### config.mk
export PLATFORM = sky130hd
export DESIGN_NAME = imt_div
export DESIGN_NICKNAME = d
export VERILOG_FILES = /design/src/rtl/core/imt_pkg.sv /design/src/rtl/core/imt_div.sv
export SDC_FILE = /design/constraint.sdc
export NUM_CORES = 1
export LEC_CHECK = 0
export BUFFER_PORTS_ARGS = -buffer_cell sky130_fd_sc_hd__buf_2
export CORE_MARGIN = 2
export CORE_UTILIZATION = 50
export CTS_BUF_LIST = sky130_fd_sc_hd__clkbuf_8 sky130_fd_sc_hd__clkbuf_16
export CTS_CLUSTER_DIAMETER = 100
export DETAILED_ROUTE_END_ITERATION = 6
export HOLD_SLACK_MARGIN = 0.03
export PLACE_DENSITY = 0.74
export SLEW_MARGIN = 20
export SYNTH_ARGS = -nofsm -noshare
export SYNTH_HDL_FRONTEND = slang
export SYNTH_SLANG_ARGS = --single-unit
### constraint.sdc
create_clock -name clk -period 3.75 [get_ports clk]
set_clock_uncertainty 0.15 [all_clocks]
set_input_delay 0.75 -clock clk [delete_from_list [all_inputs] [get_ports clk]]
set_output_delay 0.75 -clock clk [all_outputs]
set_load 0.1 [all_outputs]
### src/rtl/core/imt_pkg.sv
`default_nettype none
// ----------------------------------------------------------------------------
// imt_pkg
// Shared types and constants of the in-place matrix transpose store: beat
// payloads, request and status codes, and the sequencer state encoding.
// ----------------------------------------------------------------------------
package imt_pkg;

    // Default store depth in elements
    localparam int MAX_ELEMENTS_DEF = 128;

    // Field widths
    localparam int WORD_W = 64;
    localparam int IDX_W  = 7;
    localparam int DIM_W  = 7;
    localparam int PROD_W = 2 * DIM_W;

    // Request codes
    localparam logic [1:0] REQ_WRITE     = 2'd0;
    localparam logic [1:0] REQ_READ      = 2'd1;
    localparam logic [1:0] REQ_TRANSPOSE = 2'd2;

    // Status codes
    localparam logic [1:0] ST_OK         = 2'd0;
    localparam logic [1:0] ST_RANGE      = 2'd1;
    localparam logic [1:0] ST_ZERO_SHAPE = 2'd2;

    typedef struct packed {
        logic [1:0]        req_type;
        logic [IDX_W-1:0]  elem_index;
        logic [WORD_W-1:0] elem_value;
        logic [DIM_W-1:0]  mat_rows;
        logic [DIM_W-1:0]  mat_cols;
    } imt_req_t;

    typedef struct packed {
        logic [WORD_W-1:0] read_value;
        logic [1:0]        status;
        logic [DIM_W-1:0]  new_rows;
        logic [DIM_W-1:0]  new_cols;
    } imt_rsp_t;

    typedef enum logic [3:0] {
        ST_IDLE,
        ST_RD_WAIT,
        ST_CHK_START,
        ST_CHK_DIV,
        ST_CHK_MUL,
        ST_CHK_EVAL,
        ST_NEXT,
        ST_MV_LOAD,
        ST_MV_HOLD,
        ST_MV_DIV,
        ST_MV_MUL,
        ST_MV_READ,
        ST_MV_WRITE,
        ST_TP_DONE
    } imt_state_t;

endpackage
`default_nettype wire

### src/rtl/core/imt_div.sv
`default_nettype none
// ----------------------------------------------------------------------------
// imt_div
// Restoring radix-2 divider: splits an element position into quotient and
// remainder by the row count, one quotient bit per cycle.
// ----------------------------------------------------------------------------
module imt_div #(
    parameter int DIVIDEND_W = 7
) (
    input  wire logic                         clk,
    input  wire logic                         rst_n,
    input  wire logic                         start,
    input  wire logic [DIVIDEND_W-1:0]        dividend,
    input  wire logic [imt_pkg::DIM_W-1:0]    divisor,
    output logic                              done,
    output logic [DIVIDEND_W-1:0]             quot,
    output logic [imt_pkg::DIM_W-1:0]         rem
);

    localparam int CNT_W = $clog2(DIVIDEND_W + 1);

    logic                          busy_reg, busy_next;
    logic                          done_reg, done_next;
    logic [CNT_W-1:0]              cnt_reg, cnt_next;
    logic [DIVIDEND_W-1:0]         work_reg, work_next;
    logic [imt_pkg::DIM_W-1:0]     rem_reg, rem_next;

    logic [imt_pkg::DIM_W:0]       trial;
    logic                          ge;

    // Trial subtract of one shifted-in dividend bit
    assign trial = {rem_reg, work_reg[DIVIDEND_W-1]};
    assign ge    = (trial >= {1'b0, divisor});

    // Load, step and finish
    always_comb
    begin
        busy_next = busy_reg;
        done_next = 1'b0;
        cnt_next  = cnt_reg;
        work_next = work_reg;
        rem_next  = rem_reg;
        if (start)
        begin
            busy_next = 1'b1;
            cnt_next  = CNT_W'(DIVIDEND_W);
            work_next = dividend;
            rem_next  = '0;
        end
        else if (busy_reg)
        begin
            work_next = {work_reg[DIVIDEND_W-2:0], ge};
            rem_next  = ge ? imt_pkg::DIM_W'(trial - {1'b0, divisor})
                           : imt_pkg::DIM_W'(trial);
            cnt_next  = cnt_reg - 1'b1;
            if (cnt_reg == CNT_W'(1))
            begin
                busy_next = 1'b0;
                done_next = 1'b1;
            end
        end
    end

    always_ff @(posedge clk or negedge rst_n)
    begin
        if (!rst_n)
        begin
            busy_reg <= 1'b0;
            done_reg <= 1'b0;
            cnt_reg  <= '0;
        end
        else
        begin
            busy_reg <= busy_next;
            done_reg <= done_next;
            cnt_reg  <= cnt_next;
        end
    end

    always_ff @(posedge clk)
    begin
        work_reg <= work_next;
        rem_reg  <= rem_next;
    end

    assign done = done_reg;
    assign quot = work_reg;
    assign rem  = rem_reg;

endmodule
`default_nettype wire

Word-level counts from Yosys, hierarchy flattened
Index checks and enable logic that the tools add are counted.
- bits in registers: 19
- output and inout port bits: 15
- bits of input ports: 17
- add/sub/neg operators: 2
- $lt $le $gt $ge: 1
- reductions and logical operators: 1
- muxes and demuxes: 11
- eq/ne operators: 1
- operators with widths (cell ; number):
    $mux 7 ; 3
    $ge 8x7->1 ; 1
    $sub 7x7->7 ; 1
    $mux 1 ; 6
    $mux 3 ; 2
    $eq 3x1->1 const B ; 1
    $sub 3x1->3 const B ; 1
    $reduce_bool 2->1 ; 1

Logic depth before layout (Yosys ltp)
- word-level depth: 4
- depth in mapped cells: 9
- mapped depth without buffers: 7

Worst setup path after synthesis
No wires, ideal clock.
- path type: flip-flop to flip-flop
- start: reg work_reg[6] (netlist: quot[6])
- end: reg rem_reg, in the netlist rem[0]
- data arrival time: 2.812 ns
- slack: 0.700 ns
- stages on the path, launching flop included: 10
- cells stage by stage: edfxtp_1 -> inv_1 -> ha_1 -> fa_1 -> nand2b_1 -> a211o_1 -> buf_6 -> and3_1 -> buf_6 -> a311oi_2
- longest elaborated chain between the ends: 2
- elaborated cells on any way between the ends: 3
- classes of those cells: 1 x add/sub; 1 x order compare; 1 x mux
- RTL lines (what ; line ; text):
    start, declared ; imt_div.sv:25 ; logic [DIVIDEND_W-1:0] work_reg, work_next;
    start signal, assigned ; imt_div.sv:82 ; work_reg <= work_next;
    $sub 7x7->7 / $ge 8x7->1 (equally long branches) ; imt_div.sv:53, imt_div.sv:33 ;
    $mux 7 * ; imt_div.sv:53 ; rem_next = ge ? imt_pkg::DIM_W'(trial - {1'b0, divisor})
    end signal, assigned ; imt_div.sv:83 ; rem_reg <= rem_next;
    end, declared ; imt_div.sv:26 ; logic [imt_pkg::DIM_W-1:0] rem_reg, rem_next;
Every way passes the cells marked *; elsewhere a longest branch is shown, timed or not.
A chain may end at the register's enable or synchronous reset.

Final worst setup path
- start: in divisor[0] in the netlist's numbering
- end: reg rem_reg, in the netlist rem[0]
- longest elaborated chain between the ends: 2
- elaborated cells on any way between the ends: 3
- classes of those cells: 1 x add/sub; 1 x order compare; 1 x mux
- RTL lines (what ; line ; text):
    start, declared ; imt_div.sv:14 ; input wire logic [imt_pkg::DIM_W-1:0] divisor,
    $sub 7x7->7 / $ge 8x7->1 (equally long branches) ; imt_div.sv:53, imt_div.sv:33 ;
    $mux 7 * ; imt_div.sv:53 ;
Marks and branches as above.

==> out/qor.csv <==
metric;value;unit
outcome;completed;
place_area;1513;um2
core;2686;um2
synth-edff-count;7;
post_cts_buffers;0;
r2r_slack;1.29;ns
drt_pass1_iterations;4;
placementRows;19;
tightest_slew;0.7153;ns
antenna_found_initial;0;
p_per_area;665.8;nW/um2
crit_fanout;9;
synth_top_area_cell;edfxtp_1;
worstReg2RegStart;quot[6]$_DFFE_PP_;
layout_setup_ws;1.113;ns
synth_cell_types;43;
start_util;51.23;%
syn_avg_cell_area;9.625;um2
cts_tree;done;
maxCapViolCount;0;
grt_usage;17.25;%
htreeDepth;1;
routed_wl;2638;um
nets;196;
synth_seq_area_share;34.55;%
p_leak;0.7082;nW
dp_hpwl;2055;um
slew_violations;0;
synth_ff_type;edfxtp_1;
async_flop_share;26.32;%
grt-ovfl-total;0;
clkLatencyLatePin;0.25;ns
synth_cells;143;
rsz0062_at_grt;false;
multi_input_area;790.8;um2
yosys-top-cells-area;edfxtp_1 15%, dfxtp_1 10%, dfrtp_1 9.1%;
synth-seq-cells;19;
criticalPathCategory;in2reg;
grt_pass1_vias;952;
cp.required;3.76;ns
setup_viol;0;
hold_viol;0;
period_minus_slack;2.637;ns
cts_buffers;3;
chipWidth;56.47;um
yosysMostFrequentCell;inv_1;
syn2layout_area_growth;13.27;%
dieArea;3188;um2
root_buffer;clkbuf_8;
r2r_end;rem[0]$_SDFFE_PP0P_;
post_cts_resized;0;
ys_warn_count;0;
yosysTopAreaCellShare;15.27;%
avgViaCountPerCell;5.508;
synth_fp_nets;170;
gp_congestion;0.8096;
via_count;1096;
drt_first_iter_violations;28;
grt_max_degree;27;
drive_gt1_share;30.95;%
ant_nets;0;
antenna_cells;0;
power;1.038;mW
wire_per_inst;13.26;um
fillCellCount;226;
io_buffers;31;
clock-sinks;19;
max_freq;379.2;MHz
startpoint_type;input pin;
fin_tns_setup;0;ns
ff_latch_area;475.5;um2
hold_class;in2async;
timing.slew.headroom;52.31;%
rr_worst_depth;7;
netlist_top_cells_count;14 x inv_1, 10 x nor2_1, 9 x ha_1, 8 x nand2_1, 8 x nand2b_1;
dp_worst_setup_slack;0.8617;ns
cts_max_path_buffers;2;
dieHeight;56.47;um
arrival;2.65;ns
grt_pass1_wl;4353;um
drc;0;
finalInstanceArea;1559;um2
ir_drop;0.0005011;V
hold_buffers;0;
syn_area;1376;um2
critPathCaptureType;flop;
pin_count;32;
cts.clk_slew.worst_paths;0.07;ns
min_period_over_period;70.32;%
-- layer usage --
metal | global-route usage [%] | vias up | part of all wire (%)
li1 | - | 562 | -
met1 | 22.95 | 512 | 45
met2 | 28.24 | 20 | 51
met3 | 4.147 | 2 | 3.7
met4 | 4.082 | 0 | 0.49
met5 | 0 | - | 0
-- cell type report --
| class | count | share of cell area, % |
|---|---|---|
| Timing Repair Buffer | 31 | 9.952 |
| Clock inverter | 1 | 0.3210 |
| Clock buffer | 3 | 2.648 |
| Sequential cell | 19 | 30.50 |
| Inverter | 14 | 3.371 |
| Multi-Input combinational cell | 100 | 50.72 |
| Tap cell | 31 | 2.488 |
-- power breakdown --
part | total, mW | leakage (nW) | switching [mW] | internal, mW
registers | 0.293 | 0.185 | 0.0362 | 0.257
clock network | 0.137 | 0.0255 | 0.0631 | 0.0737
logic | 0.608 | 0.497 | 0.437 | 0.171
total | 1.04 | 0.708 | 0.537 | 0.501
-- metrics by stage --
step / instances / hold WS (ns) / util (%)
final: 199 / 0.1473 / 58.03
after global routing: 199 / 0.1419 / 58.03
after CTS: 199 / 0.1442 / 58.03
after detailed placement: 195 / 0.3425 / 56.31
after global placement: 195 / 0.3433 / 56.31
after floorplan: 143 / 0.3044 / -
-- how the worst max path moves through the flow --
stage | start | depth (start not counted) | endpoint | slack (ns)
floorplan | quot[6]$_DFFE_PP_ | 9 | rem[0]$_SDFFE_PP0P_ | 0.70
global placement | divisor[0] | 7 | rem[2]$_SDFFE_PP0P_ | 0.94
detailed placement | divisor[0] | 7 | rem[0]$_SDFFE_PP0P_ | 0.86
CTS | divisor[0] | 7 | rem[0]$_SDFFE_PP0P_ | 1.13
global route | divisor[0] | 7 | rem[0]$_SDFFE_PP0P_ | 1.02
finish | divisor[0] | 7 | rem[0]$_SDFFE_PP0P_ | 1.11
-- critical path, cell delays in order --
cell      delay [ns]
buf_2           0.10
ha_1            0.21
fa_1            0.41
nand2b_1        0.20
a211o_1         0.37
and3_1          0.32
a311oi_2        0.29
-- logic make-up after synthesis --
group | synth area share (%)
and+or+nand+nor | 19.91
AOI/OAI and AO/OA | 19.73
buffers and inverters | 8.000
DFF | 34.55
adders and majority gates | 9.637
muxes | 5.636
xor gates and xnor gates | 2.546
-- cell usage in the layout, fill, tap and decap left out, types with 4 or more instances in the layout --
master	instances
a21o_1	4
edfxtp_1	7
mux2_2	6
nor3b_1	6
buf_2	31
inv_1	14
dfxtp_1	7
nand2b_1	8
a41oi_1	4
nand2_1	8
nor2_1	10
ha_1	9
dfrtp_1	5
Note: power is estimated with default switching activity, not from simulation.
